**src/sv/bbc_pkg.sv**
```systemverilog
// Shared types and constants for the bracket balance checker.
// Used by bbc_front, bbc_back and bracket_balance_checker; depends on nothing.
package bbc_pkg;

   // Character codes of the six brackets
   localparam logic [7:0] CHAR_OPEN_PAREN   = 8'h28;
   localparam logic [7:0] CHAR_CLOSE_PAREN  = 8'h29;
   localparam logic [7:0] CHAR_OPEN_SQUARE  = 8'h5B;
   localparam logic [7:0] CHAR_CLOSE_SQUARE = 8'h5D;
   localparam logic [7:0] CHAR_OPEN_CURLY   = 8'h7B;
   localparam logic [7:0] CHAR_CLOSE_CURLY  = 8'h7D;

   // Expected-closer codes held on the stack
   localparam logic [1:0] CODE_PAREN  = 2'd0;
   localparam logic [1:0] CODE_SQUARE = 2'd1;
   localparam logic [1:0] CODE_CURLY  = 2'd2;

   localparam int COUNT_WIDTH = 6;

   typedef struct packed {
      logic [7:0] character;
      logic       last;
   } bbc_req_type;

   typedef struct packed {
      logic                   correct;
      logic [COUNT_WIDTH-1:0] unclosed_count;
      logic                   stray_close;
      logic                   overflowed;
   } bbc_rsp_type;

   typedef enum logic [1:0] {
      OP_NONE,
      OP_PUSH,
      OP_POP
   } bbc_op_kind_type;

   typedef struct packed {
      bbc_op_kind_type kind;
      logic [1:0]      code;
      logic            last;
   } bbc_op_type;

   function automatic bbc_op_type bbc_classify(input logic [7:0] character,
                                               input logic last);
      bbc_op_type op;
      op.kind = OP_NONE;
      op.code = CODE_PAREN;
      op.last = last;
      case (character)
         CHAR_OPEN_PAREN: begin
            op.kind = OP_PUSH;
            op.code = CODE_PAREN;
         end
         CHAR_OPEN_SQUARE: begin
            op.kind = OP_PUSH;
            op.code = CODE_SQUARE;
         end
         CHAR_OPEN_CURLY: begin
            op.kind = OP_PUSH;
            op.code = CODE_CURLY;
         end
         CHAR_CLOSE_PAREN: begin
            op.kind = OP_POP;
            op.code = CODE_PAREN;
         end
         CHAR_CLOSE_SQUARE: begin
            op.kind = OP_POP;
            op.code = CODE_SQUARE;
         end
         CHAR_CLOSE_CURLY: begin
            op.kind = OP_POP;
            op.code = CODE_CURLY;
         end
         default: begin
            op.kind = OP_NONE;
         end
      endcase
      return op;
   endfunction

endpackage

```
**src/sv/bbc_ram.sv**
```systemverilog
// Generic single-port-write, single-port-read RAM with registered read data.
// No dependencies.
module bbc_ram #(
   parameter int WIDTH = 2,
   parameter int DEPTH = 32
) (
   input  logic                     clock,
   input  logic                     wr_en,
   input  logic [$clog2(DEPTH)-1:0] wr_addr,
   input  logic [WIDTH-1:0]         wr_data,
   input  logic [$clog2(DEPTH)-1:0] rd_addr,
   output logic [WIDTH-1:0]         rd_data
);

   logic [WIDTH-1:0] mem_ff [DEPTH];
   logic [WIDTH-1:0] rd_data_ff;

   always_ff @(posedge clock) begin
      if (wr_en) begin
         mem_ff[wr_addr] <= wr_data;
      end
      rd_data_ff <= mem_ff[rd_addr];
   end

   assign rd_data = rd_data_ff;

endmodule

```
**src/sv/bbc_back.sv**
```systemverilog
// Back end: runs push/pop operations on the expected-closer stack and
// registers the result of each expression. Depends on bbc_pkg and bbc_ram.
module bbc_back #(
   parameter int STACK_DEPTH = 32
) (
   input  logic                 clock,
   input  logic                 reset,
   input  logic                 op_valid,
   output logic                 op_stall,
   input  bbc_pkg::bbc_op_type  op_data,
   output logic                 rsp_valid,
   input  logic                 rsp_stall,
   output bbc_pkg::bbc_rsp_type rsp_data
);
   import bbc_pkg::*;

   localparam int DW = $clog2(STACK_DEPTH + 1);
   localparam int AW = $clog2(STACK_DEPTH);

   // Top two entries live in registers; entries below them live in the RAM.
   logic [DW-1:0] depth_ff, depth_in;
   logic [1:0]    top_ff, top_in;
   logic [1:0]    sec_ff, sec_in;
   logic          stray_ff, stray_in;
   logic          ovf_ff, ovf_in;
   logic          byp_ff, byp_in;
   logic [1:0]    byp_data_ff;
   logic          rsp_valid_ff, rsp_valid_in;
   bbc_rsp_type   rsp_data_ff, rsp_data_in;

   logic          take;
   logic          wr_en;
   logic [AW-1:0] wr_addr, rd_addr;
   logic [DW-1:0] depth_m2, depth_m3;
   logic [1:0]    rd_data, mem_out;

   assign op_stall  = rsp_valid_ff && rsp_stall;
   assign take      = op_valid && !op_stall;
   assign rsp_valid = rsp_valid_ff;
   assign rsp_data  = rsp_data_ff;
   assign mem_out   = byp_ff ? byp_data_ff : rd_data;
   assign depth_m2  = depth_ff - DW'(2);

   always_comb begin
      depth_in     = depth_ff;
      top_in       = top_ff;
      sec_in       = sec_ff;
      stray_in     = stray_ff;
      ovf_in       = ovf_ff;
      wr_en        = 1'b0;
      wr_addr      = depth_m2[AW-1:0];
      rsp_valid_in = rsp_valid_ff && rsp_stall;
      rsp_data_in  = rsp_data_ff;
      if (take) begin
         case (op_data.kind)
            OP_PUSH: begin
               if (depth_ff == DW'(STACK_DEPTH)) begin
                  ovf_in = 1'b1;
               end else begin
                  top_in   = op_data.code;
                  sec_in   = top_ff;
                  depth_in = depth_ff + DW'(1);
                  // spill the old second entry below the registered pair
                  wr_en    = (depth_ff >= DW'(2));
               end
            end
            OP_POP: begin
               if (depth_ff == '0) begin
                  stray_in = 1'b1;
               end else if (top_ff == op_data.code) begin
                  depth_in = depth_ff - DW'(1);
                  top_in   = sec_ff;
                  sec_in   = mem_out;
               end
            end
            default: begin
               depth_in = depth_ff;
            end
         endcase
         if (op_data.last) begin
            rsp_valid_in               = 1'b1;
            rsp_data_in.correct        = (depth_in == '0) && !stray_in && !ovf_in;
            rsp_data_in.unclosed_count = COUNT_WIDTH'(depth_in);
            rsp_data_in.stray_close    = stray_in;
            rsp_data_in.overflowed     = ovf_in;
            depth_in = '0;
            stray_in = 1'b0;
            ovf_in   = 1'b0;
         end
      end
   end

   // Prefetch the entry that becomes second after a pop
   always_comb begin
      depth_m3 = depth_in - DW'(3);
      rd_addr  = (depth_in >= DW'(3)) ? depth_m3[AW-1:0] : '0;
      byp_in   = wr_en && (wr_addr == rd_addr);
   end

   bbc_ram #(
      .WIDTH(2),
      .DEPTH(STACK_DEPTH)
   ) u_stack_ram (
      .clock  (clock),
      .wr_en  (wr_en),
      .wr_addr(wr_addr),
      .wr_data(sec_ff),
      .rd_addr(rd_addr),
      .rd_data(rd_data)
   );

   always_ff @(posedge clock) begin
      if (reset) begin
         depth_ff     <= '0;
         stray_ff     <= 1'b0;
         ovf_ff       <= 1'b0;
         byp_ff       <= 1'b0;
         rsp_valid_ff <= 1'b0;
      end else begin
         depth_ff     <= depth_in;
         stray_ff     <= stray_in;
         ovf_ff       <= ovf_in;
         byp_ff       <= byp_in;
         rsp_valid_ff <= rsp_valid_in;
      end
   end

   always_ff @(posedge clock) begin
      top_ff      <= top_in;
      sec_ff      <= sec_in;
      byp_data_ff <= sec_ff;
      rsp_data_ff <= rsp_data_in;
   end

endmodule

```
**config.mk**
```make
export PLATFORM = sky130hd
export DESIGN_NAME = bbc_back
export DESIGN_NICKNAME = d
export VERILOG_FILES = /design/src/sv/bbc_pkg.sv /design/src/sv/bbc_ram.sv /design/src/sv/bbc_back.sv
export SDC_FILE = /design/constraint.sdc
export NUM_CORES = 1
export LEC_CHECK = 0
export BUFFER_PORTS_ARGS = -buffer_cell sky130_fd_sc_hd__buf_2
export CAP_MARGIN = 20
export CORE_MARGIN = 5
export CORE_UTILIZATION = 35
export CTS_BUF_LIST = sky130_fd_sc_hd__clkbuf_8
export DETAILED_ROUTE_END_ITERATION = 12
export GPL_ROUTABILITY_DRIVEN = 0
export GPL_TIMING_DRIVEN = 0
export PLACE_DENSITY_LB_ADDON = 0.25
export SLEW_MARGIN = 20
export SYNTH_ARGS = -nofsm -noshare
export SYNTH_HDL_FRONTEND = slang
export SYNTH_SLANG_ARGS = --single-unit
```
**constraint.sdc**
```tcl
create_clock -name clock -period 5.15 [get_ports clock]
set_input_delay 0.515 -clock clock [delete_from_list [all_inputs] [get_ports clock]]
set_output_delay 0.515 -clock clock [all_outputs]
set_load 0.05 [all_outputs]
```
Word-level counts from Yosys, hierarchy flattened
Memories as Yosys holds them, arrays and structs flattened. A register that Yosys moved wholly into a read port is not among the register bits.
Index checks and enable logic that the tools add are counted.

cells by class
  add/sub/neg operators = 4
  $lt $le $gt $ge = 2
  equal/unequal tests = 8
  multiplexer cells = 32
  reduce and logical (&&, ||, !) cells = 13

operator list
  cell                                                                    number
  6-bit 2-to-1 mux                                                        6
  1-bit 2-to-1 mux                                                        15
  2-bit 2-to-1 mux                                                        7
  6-bit by 2-bit >= comparator with 1-bit output (second input constant)  2
  6-bit zero test                                                         2
  6-bit case mux with 2 select lines                                      1
  5-bit by 2-bit subtractor with 5-bit output (second input constant)     2
  2-bit case mux with 2 select lines                                      2
  6-bit by 1-bit adder with 6-bit output (second input constant)          1
  6-bit == test (second input constant)                                   1
  2-bit inequality test (second input constant)                           3
  6-bit by 1-bit subtractor with 6-bit output (second input constant)     1
  5-bit == test                                                           1
  1-bit logical AND                                                       5
  5-bit 2-to-1 mux                                                        1
  5-bit AND reduction                                                     1
  1-bit zero test                                                         3
  2-bit by 1-bit == test with 1-bit output (second input constant)        1
  2-bit == test                                                           1
  2-bit == test (second input constant)                                   1
  2-bit AND reduction                                                     1
  2-bit nonzero test                                                      1

storage, ports and cells
  register bits after elaboration = 25
  bits in writable memories = 64
  memories kept = 1

memories
  memory              words  bits a word  rd ports  clocked after memory_dff  wr ports  line           RTL
  u_stack_ram.mem_ff  32     2            1         1                         1         bbc_ram.sv:15  logic [WIDTH-1:0] mem_ff [DEPTH];

Depth between registers and ports, before layout
  depth after elaboration = 11
  gate-level depth with buffers = 20
  mapped depth without buffers = 15

Modules after synthesis
From an unflattened synthesis, not the netlist that was laid out.

unflattened totals
  cell total of the unflattened synthesis = 386
  area total of the unflattened synthesis = 4593.2 µm²

modules (own cells, without submodules)
  module    times used  cells each  area an instance (µm²)  seq. area each (µm²)
  bbc_ram   1           185         2782.7                  1961.9
  bbc_back  1           201         1810.5                  630.6

Least setup slack after synthesis
No wires, ideal clock.

  path type = reg2reg
  start point = reg depth_ff[0]
  end point = reg u_stack_ram.rd_data_ff[0] (netlist: u_stack_ram.rd_data[0]) (read register of u_stack_ram.mem_ff)
  data arrival time = 4114 ps
  path slack = 945 ps
  stages on the path, launching flop included = 21
  buffers on the path = 5
  period minus slack after synthesis = 4205 ps
  cells stage by stage = dfxtp_1 > clkbuf_1 > inv_1 > ha_1 > or4b_4 > buf_6 > o311ai_2 > a21oi_1 > or4_1 > buf_6 > clkinv_8 > buf_4 > ha_1 > or3_1 > o41a_1 > clkbuf_1 > nand2_1 > nand4b_2 > a21oi_1 > o32a_1 > a311oi_1

on the way
  word-level cells in the longest chain between the ends = 9
  elaborated cells between the ends (all ways) = 14

RTL lines
  element                                                                                                               line                            RTL
  from (decl)                                                                                                           bbc_back.sv:21                  logic [DW-1:0] depth_ff, depth_in;
  from (signal assigned)                                                                                                bbc_back.sv:120                 depth_ff <= depth_in;
  6-bit by 1-bit subtractor with 6-bit output                                                                           bbc_back.sv:71                  depth_in = depth_ff - DW'(1);
  6-bit 2-to-1 mux                                                                                                      bbc_back.sv:70                  end else if (top_ff == op_data.code) begin
  6-bit 2-to-1 mux                                                                                                      bbc_back.sv:68                  if (depth_ff == '0) begin
  6-bit case mux with 2 select lines                                                                                    bbc_back.sv:55                  case (op_data.kind)
  6-bit 2-to-1 mux                                                                                                      bbc_back.sv:54                  if (take) begin
  6-bit 2-to-1 mux                                                                                                      bbc_back.sv:80                  if (op_data.last) begin
  6-bit 2-to-1 mux (*)                                                                                                  bbc_back.sv:54
  via depth_in[0]                                                                                                       bbc_back.sv:21
  5-bit by 2-bit subtractor with 5-bit output / 6-bit by 2-bit >= comparator with 1-bit output (equally long branches)  bbc_back.sv:95, bbc_back.sv:96
  5-bit 2-to-1 mux (*)                                                                                                  bbc_back.sv:96                  rd_addr = (depth_in >= DW'(3)) ? depth_m3[AW-1:0] : '0;
  to (decl)                                                                                                             bbc_ram.sv:16                   logic [WIDTH-1:0] rd_data_ff;

Mark *: on every way through the listed nets, which the timed path passes. The rest lies on a longest branch. The select of a mux whose other input is x is not followed.
A chain may end at the register's enable or synchronous reset.

Worst setup path after layout
  start point = reg depth_ff[0]
  end point = reg u_stack_ram.rd_data_ff[0] (netlist: u_stack_ram.rd_data[0]) (read register of u_stack_ram.mem_ff)

on the way
  word-level cells in the longest chain between the ends = 9
  elaborated cells between the ends (all ways) = 14

RTL lines
  element                                                                                                               line
  6-bit by 1-bit subtractor with 6-bit output                                                                           bbc_back.sv:71
  6-bit 2-to-1 mux                                                                                                      bbc_back.sv:70
  6-bit 2-to-1 mux                                                                                                      bbc_back.sv:68
  6-bit case mux with 2 select lines (*)                                                                                bbc_back.sv:55
  6-bit 2-to-1 mux (*)                                                                                                  bbc_back.sv:54
  6-bit 2-to-1 mux (*)                                                                                                  bbc_back.sv:80
  6-bit 2-to-1 mux (*)                                                                                                  bbc_back.sv:54
  via depth_in[1]                                                                                                       bbc_back.sv:21
  5-bit by 2-bit subtractor with 5-bit output / 6-bit by 2-bit >= comparator with 1-bit output (equally long branches)  bbc_back.sv:95, bbc_back.sv:96
  5-bit 2-to-1 mux (*)                                                                                                  bbc_back.sv:96

Marked as above.

==> qor.txt <==
Mux cell area share after synthesis: 6.22%
Critical R2R Launch: depth_ff[0]
Row count: 42
FF-to-FF setup slack: 210 ps
Crit path launch type: flop
Syn Area/Cell: 11.5 um2
Tcrit/Tclk final: 96.0%
Number of global-route vias before repair: 3,423
Actual slew at the worst max-slew pin: 914 ps
I/O pin count: 20
Compound-cell area share of the yosys netlist: 15.1%
Fmax achieved: 202 MHz
Maximum number of pins on one net before global-route repair: 35
Starting Density: 35.7%
Final net count: 465
Adder-Cell Fraction of Synth Area: 2.91%
Synth Cell Area: 4730 um2
Slowest cell delay on critical path: 590 ps
Worst Hold Depth: 3
Critical path type: flop to flop
Area grow syn2layout: 13.4%
Critical path launch point: depth_ff[0]
First-pass GRT wire length: 18,200 um
Max FO, Critical Path: 10
Worst path slowest cell: a2111oi_1
Die Y: 126 um
Pleak: 0.00178 uW
Sequential cell fraction of total power: 56.2%
Port bufs: 18
Async SR Flop Fraction: 0%
Fraction of layout cells with a size suffix above 1: 18.4%
Clock Latency Late Sink: 380 ps
GR Overflow Total: 0
Worst EP required: 5400 ps
Most frequent cells in the layout: edfxtp_1 (77), nor2_1 (61), nand2_1 (31), buf_2 (21), a21oi_1 (18)
Cell count after synthesis: 411
Peak supply drop: 0.000181 V
First-pass detailed-route iteration total: 5
R2r endpoint: u_stack_ram.rd_data[0]
Min-Delay Path Class: input pin to flop
Worst Path Buf+Inv: 5
Logic pwr share: 5.9%
Final WS setup: 208 ps
Number of distinct library cells after synthesis: 72
CP Cell Sequence: buf_2, inv_1, ha_1, nor4b_4, buf_4, buf_4, a2111oi_1, mux2i_1, o32ai_1, ha_1, inv_1, nand3_2, mux2i_4, nand4b_2, a21oi_1, o32a_1, a311oi_2
Total Power: 1430 uW
Synth Area in XOR/XNOR: 2.78%
Outcome: completed
Gr usage total: 14.7%
Worst Setup End Kind: flop
Drt first-iter violations: 200
Max Cap Viol: 0
NetSw: 325 uW
Inserted Clock Buffers: 9
Seq cells post-synth: 91
Core area: 13,200 um2
RSZ-0062 raised after global routing: false
Largest family of logic cells by synthesized area: compound AO/OA/AOI/OAI gates
Sw Ratio: 22.8%
Net Count, Synth: 431
CTS tree: yes
Antenna Nets Post-Route: 0
Simple-gate share of the synthesized area: 14.8%
Crit-path leading delay family: compound AO/OA/AOI/OAI gates
Internal power: 1100 uW
Total number of yosys warnings: 0
Hpwl dp: 8210 um
Post-synth EDFFs: 77
Via-to-Cell Ratio: 5.45
Clock Pin Slew Worst Setup and Hold Paths: 80 ps
Pwr Density: 266 nW/um2
Final setup vio count: 0
Initial antenna violation count: 0
CTS Sinks: 91
Vias: 3,409
Critical Path Sink: u_stack_ram.rd_data[0]
Clk network pwr share: 37.9%
DRC violations left: 0
Post-Route WL: 11,300 um
Relative slew slack: 38.9%
Hold-fix buffers, CTS: 0
Die area: 15,900 um2
Worst R2R Path Depth: 17
CTS root buf: clkbuf_8
CTS Buffer Depth: 2
Critical Path AT: 5190 ps
Drt wl/cell: 18.1 um
Commonest non-fill, non-tap cell in the layout: edfxtp_1
Skew final: 17.7 ps
Top_reg_cell synth: edfxtp_1
Crit. path cell count: 17
Post-synthesis sequential area ratio: 54.8%
Max Slew Vio Count: 0
H-Tree Depth: 3
Pre-CTS setup slack: -287 ps
Die X: 126 um
Final Hold Vio Count: 0
Antenna cells: 0
Min Clock Period, post-route: 4940 ps
-- cell families after synthesis --
kind of cell,count (synthesis)
XOR/XNOR,15
AO/OA/AOI/OAI,96
flip-flops,91
buffers and inverters,32
AND/OR/NAND/NOR,139
multiplexers,27
adder cells (fa/ha/maj),11
-- registers in the layout, summed over array words and instances, names as in the netlist --
register             flops
u_stack_ram.rd_data      2
stray_ff                 1
u_stack_ram.mem_ff      64
rsp_data                 9
byp_data_ff              2
rsp_valid                1
sec_ff                   2
byp_ff                   1
top_ff                   2
depth_ff                 6
ovf_ff                   1
-- layer usage --
layer  track usage (%)  up-vias  wire, um
li1                  -     1631         -
met1              19.5     1666      5190
met2              23.5       96      5380
met3              3.68       16       549
met4              4.92        0       198
met5                 0        -         0
-- per-stage QoR --
| stage | area, um2 | hold slack, ps | utilization [%] | setup TNS [ps] | std cells |
|---|---|---|---|---|---|
| 6_report | 5360 | 431 | 40.5 | 0 | 626 |
| 5_1_grt | 5360 | 425 | 40.5 | 0 | 626 |
| 4_1_cts | 5330 | 405 | 40.2 | 0 | 625 |
| 3_5_place_dp | 5070 | 493 | 38.3 | -552 | 606 |
| 3_3_place_gp | 5040 | 482 | 38.0 | -433 | 605 |
| 2_1_floorplan | 4730 | 463 | - | 0 | 411 |
-- synth_stat cells (all sizes together), types with 3 or more instances --
master / count / share of area [%]
nor2b: 3 / 0.40
xor2: 3 / 0.56
o2111ai: 5 / 0.93
nand2: 31 / 2.5
a21oi: 20 / 2.2
ha: 11 / 2.9
o221ai: 5 / 0.93
or3: 3 / 0.40
a311oi: 7 / 1.4
clkbuf: 8 / 0.64
o21ai: 19 / 2.0
o21a: 3 / 0.48
mux2: 13 / 3.2
nand4: 4 / 0.53
dfxtp: 14 / 5.9
a211oi: 5 / 0.79
mux2i: 14 / 3.0
nor2: 62 / 4.9
nand3: 7 / 0.85
nor4: 4 / 0.85
buf: 8 / 1.2
edfxtp: 77 / 49
xnor2: 12 / 2.2
inv: 14 / 1.1
o22ai: 3 / 0.40
nor3: 11 / 1.3
a31oi: 3 / 0.40
nand4b: 5 / 1.2
-- area by class of cell --
cell class / instances / area [um2]
fillers: 1310 / 7880
flip-flops and latches: 91 / 2590
multi-input cells: 288 / 2010
well taps: 176 / 220
repair buffers: 23 / 155
clock buffers: 9 / 124
clock inverters: 7 / 98.8
plain buffers: 16 / 91.3
inverters: 16 / 72.6
-- power by group through the flow --
stage / registers, uW / clock network (uW) / logic (uW)
floorplan: 830 / 0 / 46.0
global placement: 821 / 0 / 78.8
detailed placement: 820 / 0 / 81.3
CTS: 803 / 556 / 82.2
global route: 802 / 583 / 92.3
finish: 801 / 540 / 84.6
-- what timing repair did --
action                                  in CTS  in global routing
endpoints found under the setup margin       2                  2
resized for setup                            4                  5
setup buffers                                3                  0
pin swaps                                    1                  2
-- worst min path at each step --
stage	start	to
6_report	rsp_stall	rsp_valid
5_1_grt	rsp_stall	rsp_valid
4_1_cts	rsp_stall	rsp_valid
3_5_place_dp	ovf_ff	ovf_ff
3_3_place_gp	ovf_ff	ovf_ff
2_1_floorplan	ovf_ff	ovf_ff
-- tightest hold or removal path: stages --
cell and delay (ps):
buf_2 110, nand2_1 70, a21oi_1 60
Power figures use the tool's default switching activity.
